`src/mrac_pkg.sv`:
```
// Shared types and constants for the memory region access checker.
// Used by the controller, the datapath and the top level.
`timescale 1ns / 1ps

package mrac_pkg;

  localparam int Regions = 16;
  localparam int RegIdxW = $clog2(Regions);

  localparam logic [2:0] FUNC_LOAD  = 3'd0;
  localparam logic [2:0] FUNC_READ  = 3'd1;
  localparam logic [2:0] FUNC_WRITE = 3'd2;
  localparam logic [2:0] FUNC_SIZE  = 3'd3;
  localparam logic [2:0] FUNC_NEXT  = 3'd4;

  localparam logic [2:0] SIZE_DEFAULT = 3'd2;
  localparam logic [2:0] SIZE_WORD    = 3'd4;
  localparam logic [2:0] SIZE_HALF    = 3'd2;

  // Commands from the controller to the datapath.
  typedef struct packed {
    logic capture;   // latch the incoming word and start a query
    logic step;      // examine the entry at the scan index
    logic align;     // align the found address within its region
    logic finish;    // form the result from the align outcome
  } mrac_cmd_t;

  // Status from the datapath to the controller.
  typedef struct packed {
    logic is_load;   // word is a load or an unknown code: no scan needed
    logic scan_done; // the scan has settled on an answer
    logic need_align;// the answer still needs the alignment step
  } mrac_stat_t;

endpackage

```
`src/mrac_datapath.sv`:
```
// Datapath of the region checker: region table, scan index and result registers.
// Depends on mrac_pkg.
`timescale 1ns / 1ps

module mrac_datapath import mrac_pkg::*; (
  input  logic                clk,
  input  logic                rst,
  input  mrac_cmd_t           cmd,
  output mrac_stat_t          stat,
  input  logic [2:0]          func,
  input  logic [3:0]          entry_index,
  input  logic [31:0]         entry_begin,
  input  logic [31:0]         entry_end,
  input  logic                entry_read_ok,
  input  logic                entry_write_ok,
  input  logic [7:0]          entry_id,
  input  logic [2:0]          entry_access_size,
  input  logic [31:0]         address,
  input  logic [15:0]         word_count,
  input  logic [31:0]         base_address,
  output logic                res_granted,
  output logic [7:0]          res_matched_id,
  output logic [2:0]          res_access_size,
  output logic [31:0]         res_next_address
);

  // Region table, written by loads.
  logic [31:0] tbl_begin [Regions];
  logic [31:0] tbl_end   [Regions];
  logic        tbl_rd    [Regions];
  logic        tbl_wr    [Regions];
  logic [7:0]  tbl_id    [Regions];
  logic [2:0]  tbl_size  [Regions];

  // Captured query.
  logic [2:0]  q_func;
  logic [31:0] q_addr;
  logic [31:0] q_span;
  logic [31:0] q_base;
  logic        q_fwd;
  logic        q_bad_span;

  // Scan state.
  logic [RegIdxW-1:0] idx;
  logic               done;
  logic               pend_align;
  logic [RegIdxW-1:0] area;
  logic [31:0]        cand;

  logic [31:0] span_calc;
  assign span_calc = address + {15'd0, word_count, 1'b0} - 32'd1;

  // Entry under examination and its neighbors.
  localparam logic [RegIdxW-1:0] LastIdx = RegIdxW'(Regions - 1);
  logic [RegIdxW-1:0] idx_up, idx_dn;
  assign idx_up = idx + RegIdxW'(1);
  assign idx_dn = idx - RegIdxW'(1);

  logic [31:0] cur_b, cur_e, up_b, dn_e;
  logic        cur_holds;
  assign cur_b = tbl_begin[idx];
  assign cur_e = tbl_end[idx];
  assign up_b  = tbl_begin[idx_up];
  assign dn_e  = tbl_end[idx_dn];
  assign cur_holds = (cur_b <= q_addr) && (q_addr <= cur_e);

  // Alignment of the candidate inside its region.
  logic [31:0] al_addr;
  logic [2:0]  ar_size;
  assign ar_size = tbl_size[area];
  always_comb begin
    al_addr = cand;
    if (ar_size == SIZE_WORD) begin
      al_addr = q_fwd ? ((cand + 32'd3) & ~32'd3) : (cand & ~32'd3);
    end else if (ar_size == SIZE_HALF) begin
      al_addr = q_fwd ? ((cand + 32'd1) & ~32'd1) : (cand & ~32'd1);
    end
  end

  logic [RegIdxW-1:0] area_up, area_dn;
  assign area_up = area + RegIdxW'(1);
  assign area_dn = area - RegIdxW'(1);

  assign stat.is_load    = (func == FUNC_LOAD) || (func > FUNC_NEXT);
  assign stat.scan_done  = done;
  assign stat.need_align = pend_align;

  // Table writes.
  always_ff @(posedge clk) begin
    if (cmd.capture && func == FUNC_LOAD && 32'(entry_index) < Regions) begin
      tbl_begin[entry_index[RegIdxW-1:0]] <= entry_begin;
      tbl_end[entry_index[RegIdxW-1:0]]   <= entry_end;
      tbl_rd[entry_index[RegIdxW-1:0]]    <= entry_read_ok;
      tbl_wr[entry_index[RegIdxW-1:0]]    <= entry_write_ok;
      tbl_id[entry_index[RegIdxW-1:0]]    <= entry_id;
      tbl_size[entry_index[RegIdxW-1:0]]  <= entry_access_size;
    end
  end

  // Query capture, scan and result formation.
  always_ff @(posedge clk) begin
    if (rst) begin
      done       <= 1'b0;
      pend_align <= 1'b0;
    end else if (cmd.capture) begin
      q_func           <= func;
      q_addr           <= address;
      q_span           <= span_calc;
      q_base           <= base_address;
      q_fwd            <= address >= base_address;
      q_bad_span       <= span_calc <= address;
      idx              <= (address >= base_address || func != FUNC_NEXT) ? '0 : LastIdx;
      done             <= 1'b0;
      pend_align       <= 1'b0;
      res_granted      <= 1'b0;
      res_matched_id   <= 8'd0;
      res_access_size  <= 3'd0;
      res_next_address <= 32'd0;
    end else if (cmd.step) begin
      case (q_func)
        FUNC_READ, FUNC_WRITE: begin
          if (q_bad_span) begin
            done <= 1'b1;
          end else if (cur_b <= q_addr && q_span <= cur_e) begin
            res_granted    <= (q_func == FUNC_WRITE) ? tbl_wr[idx] : tbl_rd[idx];
            res_matched_id <= ((q_func == FUNC_WRITE) ? tbl_wr[idx] : tbl_rd[idx])
                              ? tbl_id[idx] : 8'd0;
            done <= 1'b1;
          end else if (idx == LastIdx) begin
            done <= 1'b1;
          end
          idx <= idx_up;
        end
        FUNC_SIZE: begin
          if (cur_holds) begin
            res_access_size <= tbl_size[idx];
            done <= 1'b1;
          end else if (idx == LastIdx) begin
            res_access_size <= SIZE_DEFAULT;
            done <= 1'b1;
          end
          idx <= idx_up;
        end
        FUNC_NEXT: begin
          if (q_fwd) begin
            if (cur_holds) begin
              area <= idx; cand <= q_addr; pend_align <= 1'b1; done <= 1'b1;
            end else if (idx != LastIdx && q_addr < up_b) begin
              area <= idx_up; cand <= up_b; pend_align <= 1'b1; done <= 1'b1;
            end else if (idx == LastIdx) begin
              res_next_address <= (tbl_size[idx] == SIZE_WORD) ? (cur_e & ~32'd3)
                                                                 : (cur_e & ~32'd1);
              done <= 1'b1;
            end
            idx <= idx_up;
          end else begin
            if (cur_holds) begin
              area <= idx; cand <= q_addr; pend_align <= 1'b1; done <= 1'b1;
            end else if (idx != '0 && q_addr > dn_e) begin
              area <= idx_dn; cand <= dn_e; pend_align <= 1'b1; done <= 1'b1;
            end else if (idx == '0) begin
              res_next_address <= tbl_begin[0];
              done <= 1'b1;
            end
            idx <= idx_dn;
          end
        end
        default: begin
          done <= 1'b1;
        end
      endcase
    end else if (cmd.align) begin
      cand <= al_addr;
    end else if (cmd.finish) begin
      pend_align <= 1'b0;
      if (tbl_begin[area] <= cand && cand <= tbl_end[area]) begin
        res_next_address <= cand;
      end else if (q_fwd) begin
        res_next_address <= (area != LastIdx) ? tbl_begin[area_up] : q_base;
      end else begin
        res_next_address <= (area != '0) ? tbl_end[area_dn] : q_base;
      end
    end
  end

endmodule

```
`src/mrac_controller.sv`:
```
// Controller state machine for the region checker: handshake and sequencing.
// Depends on mrac_pkg.
`timescale 1ns / 1ps

module mrac_controller import mrac_pkg::*; (
  input  logic       clk,
  input  logic       rst,
  input  logic       in_valid,
  output logic       in_stall,
  output logic       out_valid,
  input  logic       out_stall,
  input  mrac_stat_t stat,
  output mrac_cmd_t  cmd
);

  typedef enum logic [2:0] {
    S_IDLE, S_SCAN, S_ALIGN, S_FINISH, S_OUT
  } state_t;

  state_t state;

  logic accept;
  assign in_stall = (state != S_IDLE);
  assign accept   = in_valid && (state == S_IDLE);

  always_comb begin
    cmd         = '0;
    cmd.capture = accept;
    cmd.step    = (state == S_SCAN) && !stat.scan_done;
    cmd.align   = (state == S_ALIGN);
    cmd.finish  = (state == S_FINISH);
  end

  // State register and registered output valid.
  always_ff @(posedge clk) begin
    if (rst) begin
      state     <= S_IDLE;
      out_valid <= 1'b0;
    end else begin
      case (state)
        S_IDLE: begin
          if (accept) begin
            state <= stat.is_load ? S_OUT : S_SCAN;
            out_valid <= stat.is_load;
          end
        end
        S_SCAN: begin
          if (stat.scan_done) begin
            if (stat.need_align) begin
              state <= S_ALIGN;
            end else begin
              state <= S_OUT;
              out_valid <= 1'b1;
            end
          end
        end
        S_ALIGN: begin
          state <= S_FINISH;
        end
        S_FINISH: begin
          state <= S_OUT;
          out_valid <= 1'b1;
        end
        S_OUT: begin
          if (!out_stall) begin
            state <= S_IDLE;
            out_valid <= 1'b0;
          end
        end
        default: begin
          state <= S_IDLE;
          out_valid <= 1'b0;
        end
      endcase
    end
  end

endmodule

```
`src/memory_region_access_checker_unit.sv`:
```
// Top level of the memory region access checker.
// Depends on mrac_pkg, mrac_controller and mrac_datapath.
`timescale 1ns / 1ps

// One word in, one word out. A load skips the scan; a check, size or find-next query
// scans the region table one entry per cycle, and a find-next query that finds a region
// then passes through the align and finish states. The scan through the table entries
// sets the rate, and a new word is taken only after the previous result has been delivered.
module memory_region_access_checker_unit import mrac_pkg::*; (
  input  logic        clk,
  input  logic        rst,
  input  logic        in_valid,
  output logic        in_stall,
  input  logic [2:0]  func,
  input  logic [3:0]  entry_index,
  input  logic [31:0] entry_begin,
  input  logic [31:0] entry_end,
  input  logic        entry_read_ok,
  input  logic        entry_write_ok,
  input  logic [7:0]  entry_id,
  input  logic [2:0]  entry_access_size,
  input  logic [31:0] address,
  input  logic [15:0] word_count,
  input  logic [31:0] base_address,
  output logic        out_valid,
  input  logic        out_stall,
  output logic        granted,
  output logic [7:0]  matched_id,
  output logic [2:0]  access_size,
  output logic [31:0] next_address
);

  mrac_cmd_t  cmd;
  mrac_stat_t stat;

  mrac_controller u_ctrl (
    .clk, .rst, .in_valid, .in_stall, .out_valid, .out_stall, .stat, .cmd
  );

  mrac_datapath u_dp (
    .clk, .rst, .cmd, .stat, .func, .entry_index, .entry_begin, .entry_end,
    .entry_read_ok, .entry_write_ok, .entry_id, .entry_access_size, .address,
    .word_count, .base_address,
    .res_granted(granted), .res_matched_id(matched_id),
    .res_access_size(access_size), .res_next_address(next_address)
  );

endmodule

```
`config.mk`:
```
export PLATFORM = sky130hd
export DESIGN_NAME = memory_region_access_checker_unit
export DESIGN_NICKNAME = d
export VERILOG_FILES = /design/src/mrac_pkg.sv /design/src/mrac_datapath.sv /design/src/mrac_controller.sv /design/src/memory_region_access_checker_unit.sv
export SDC_FILE = /design/constraint.sdc
export NUM_CORES = 2
export LEC_CHECK = 0
export ABC_AREA = 1
export BUFFER_PORTS_ARGS = -buffer_cell sky130_fd_sc_hd__buf_2
export CAP_MARGIN = 20
export CORE_MARGIN = 2
export CORE_UTILIZATION = 30
export DETAILED_ROUTE_END_ITERATION = 6
export GPL_ROUTABILITY_DRIVEN = 0
export PLACE_DENSITY = 0.54
export SYNTH_ARGS = -nofsm -noshare
export SYNTH_HDL_FRONTEND = slang
export SYNTH_SLANG_ARGS = --single-unit
```
`constraint.sdc`:
```
create_clock -name clk -period 6.7 [get_ports clk]
set_clock_uncertainty 0.1 [all_clocks]
set_input_delay 1.005 -clock clk [delete_from_list [all_inputs] [get_ports clk]]
set_output_delay 1.005 -clock clk [all_outputs]
set_load 0.005 [all_outputs]
```
==> impl_metrics.toml <==
[placed_design]
io_buffers = 213
dp_hpwl_um = 276000

[synthesis]
ys_types = 64
synth-compound-area-share_pct = 29.3
syn_nets = 12000
syn-cell-area_um2 = 94300
synth_xor_area_share_pct = 0.621
ys_seq_area_share_pct = 45.4
synthCells = 11500
post-synth-top-area-cell = "edfxtp_1"
ys.warnings.count = 0
synth_top_cell_area_share_pct = 45.1
synth_top_family_by_area = "compound AO/OA/AOI/OAI gates"
synth.area.top_cells = "edfxtp_1 45%, o21ai_0 12%, a21oi_1 9.8%"
synth-simple-area-share_pct = 11.8
synth_fa_ha_area_share_pct = 4.52
postSynthAreaPerCell_um2 = 8.23
ys_ff_latch = 1431
synthFlopType = "edfxtp_1"
synth_enable_flop_cells = 1417
ys_async_sr_fraction_pct = 0
muxShareOfSynthArea_pct = 0.0212

[sta]
relSlewSlack_pct = 17.6
tns_ns = 0
finalMaxSlewViolations = 0
fin_crit_sh_pct = 92.5
fin_crit_ns = 6.20
hold_violations = 0
rsz0062_at_grt = "false"
setup_violations = 0
worst_slew_pin_slew_ns = 1.23
maxClockFrequency_mhz = 161

[floorplan]
io_pins = 214
floorplan.rows = 205
die_h_um = 565
core_area_um2 = 312000
die_area_um2 = 319000
die_w_um = 565
start_util_pct = 30.2

[cts]
cts_tree = "done"
postCtsHoldBufs = 0
cts_resized = 0
clock_insertion_delay_worst_skew_ns = 0.90
cts_setup_buffers = 0
htree_levels = 4
cts_sinks = 1431
cts_buffer_depth = 4
path_clk_slew_ns = 0.06
root_buffer = "clkbuf_16"
cts_buffers = 176

[pwr]
clock_power_share_pct = 25.3
p_sw_w = 0.0174
comb_power_share_pct = 46.2
sequentialPowerShare_pct = 28.5
internal_power_w = 0.0207
p_leak_nw = 38.5
p_sw_share_pct = 45.6
powerDensity_nw_per_um2 = 361
ir_drop_mv = 0.352

[setup_path]
cp-end-kind = "flop"
critical_path_required_ns = 7.18
startpoint_type = "flop"
reg2reg_to = "u_dp.res_next_address[19]$_SDFFCE_PP0P_"
worstSetupPathType = "flop to flop"
rrSetupSlack_ns = 0.50
arrival_ns = 6.68
crit_end = "u_dp.res_next_address[19]$_SDFFCE_PP0P_"
worstSetupStartpoint = "u_dp.idx[0]$_DFFE_PP_"
r2r_cells = 24
r2r_start = "u_dp.idx[0]$_DFFE_PP_"
cp_max_fo = 73

[run]
cap_viol_max_count = 0

[global_route]
grt_pass1_vias = 81600
grt_usage_pct = 26.4
grt_start_max_net_pins = 211
grt.busiest_layer = "met2"
antenna_found_initial = 71
grt_overflow_total = 0
met2_usage_pct = 38.3
grt_use_met1_pct = 35.6
gr-usage-met3_pct = 6.34
grt_pass1_wl_um = 614000

[drt]
ant_nets = 0
drt-total-wl_um = 440000
viasPerCell = 5.97
drt_iter0_drc = 14900
num_vias = 92200
firstDrtPassIters = 7
drcViolationCount = 5
wl_per_cell_um = 28.5

[finish]
area_growth_pct = 11.8
final_nets = 11600
utilization_pct = 33.7
fillers = 32500
final_layout_size_suffix_gt1_share_pct = 7.14

[outcome]
outcome = "complete, but fails checks"
failed_checks = "DRC"

[worst_hold_path]
min_path_type = "input pin to flop"
-- final cells by class --
cell class                      count  area (µm²)  area share, %
Tap cell                         4140        5180           4.92
Multi-Input combinational cell   8055       44000           41.7
Clock buffer                      204        4570           4.34
Inverter                         1015        3880           3.69
Timing Repair Buffer              459        3800           3.61
Antenna cell                       34        85.1         0.0807
Sequential cell                  1431       42900           40.7
Clock inverter                    106        1020          0.970
-- placed cells by master (no fill, tap or decap), types with 22 or more instances in the layout --
cell       instances
nor2_1           708
xor2_1            37
nor2_4            22
diode_2           34
inv_1            993
o21ai_1           54
o221ai_1         217
o21ai_0         2176
nand4_1           34
a22oi_1           30
edfxtp_1        1417
clkbuf_1          25
nor3_1            38
nand3_1          706
buf_4            174
buf_2            213
clkbuf_16        179
nand2_1         1102
buf_12            71
ha_1             337
o311ai_0          39
o211ai_1         358
o22ai_1          107
clkinv_2          34
a211oi_1          73
a21oi_1         1846
clkinv_1          38
-- synth_stat cells (73+ instances only) --
library cell     n
nor2_1         729
o22ai_1        108
a211oi_1        73
inv_1         1002
o21ai_0       2176
nand2_1       1105
a21oi_1       1847
edfxtp_1      1417
o221ai_1       217
nand3_1        706
buf_2          250
ha_1           339
buf_1           91
o211ai_1       358
clkbuf_1       591
-- per-layer routing --
layer,vias up,part of all wire [%]
met5,-,0.11
met4,44,6.7
met3,1254,12
met2,6244,41
met1,43600,40
li1,41000,-
-- sequential cells by signal (all words and copies together), names as in the netlist, named ones only --
register,flops
u_dp.q_func,3
u_dp.res_granted,1
u_dp.res_access_size,3
u_dp.res_next_address,32
u_dp.res_matched_id,8
u_dp.tbl_wr,16
u_dp.tbl_rd,16
u_dp.q_base,32
u_ctrl.out_valid,1
u_dp.q_fwd,1
u_dp.pend_align,1
u_dp.tbl_end,512
u_dp.cand,32
u_dp.tbl_size,48
u_dp.q_addr,32
u_dp.idx,4
u_ctrl.state,3
u_dp.q_span,32
u_dp.area,4
u_dp.tbl_begin,512
u_dp.done,1
u_dp.q_bad_span,1
u_dp.tbl_id,128
-- worst max-delay path, cell delays in order (launching register included) --
cell,delay (ns)
edfxtp_1,0.54
inv_8,0.25
ha_4,0.28
inv_8,0.36
buf_4,0.32
a21oi_1,0.06
o21ai_0,0.12
nand3_1,0.11
nand3_1,0.11
nand2_1,0.16
inv_1,0.09
ha_1,0.24
nand3_1,0.10
a31oi_1,0.09
nor3_1,0.49
nor2_1,0.08
a211oi_1,0.22
buf_4,0.20
nand2_1,0.05
nand2_1,0.06
o21ai_0,0.07
inv_1,0.17
nand4_1,0.15
a21oi_4,0.92
buf_4,0.33
-- through the flow --
step	cell area (µm²)	std cells	setup slack (ns)	total power [W]	hold WS [ns]
after detailed placement	99700	15100	0.747	0.0279	0.385
final	105000	15400	0.503	0.0381	0.203
after global placement	99700	15100	0.757	0.0278	0.368
after CTS	105000	15400	0.723	0.0375	0.185
after floorplan	94300	11500	0.636	0.0208	0.328
after global routing	105000	15400	0.403	0.0395	0.185
-- power by group through the flow --
stage / logic [W] / registers, W / clock network, W
floorplan: 0.0101 / 0.0106 / 0
CTS: 0.0169 / 0.0108 / 0.00973
global placement: 0.0168 / 0.0110 / 0
detailed placement: 0.0169 / 0.0110 / 0
global route: 0.0187 / 0.0108 / 0.0100
finish: 0.0176 / 0.0109 / 0.00964
-- how the worst min path moves through the flow --
stage / start / endpoint / slack, ns / cells past startpoint
finish: func[1] / u_dp.q_func[1]$_DFFE_PP_ / 0.20 / 1
global route: func[1] / u_dp.q_func[1]$_DFFE_PP_ / 0.18 / 1
floorplan: u_dp.pend_align$_SDFFE_PP0P_ / u_dp.pend_align$_SDFFE_PP0P_ / 0.33 / 2
global placement: u_dp.pend_align$_SDFFE_PP0P_ / u_dp.pend_align$_SDFFE_PP0P_ / 0.37 / 2
CTS: func[0] / u_dp.q_func[0]$_DFFE_PP_ / 0.19 / 1
detailed placement: u_dp.pend_align$_SDFFE_PP0P_ / u_dp.pend_align$_SDFFE_PP0P_ / 0.38 / 2
-- logic make-up after synthesis --
kind of cell / count (synthesis)
and+or+nand+nor: 2654
DFF: 1431
buffers and inverters: 1972
adders and majority gates: 340
AOI/OAI and AO/OA: 4999
muxes: 2
xor gates and xnor gates: 60
No activity file was read; power rests on OpenSTA's default activity.
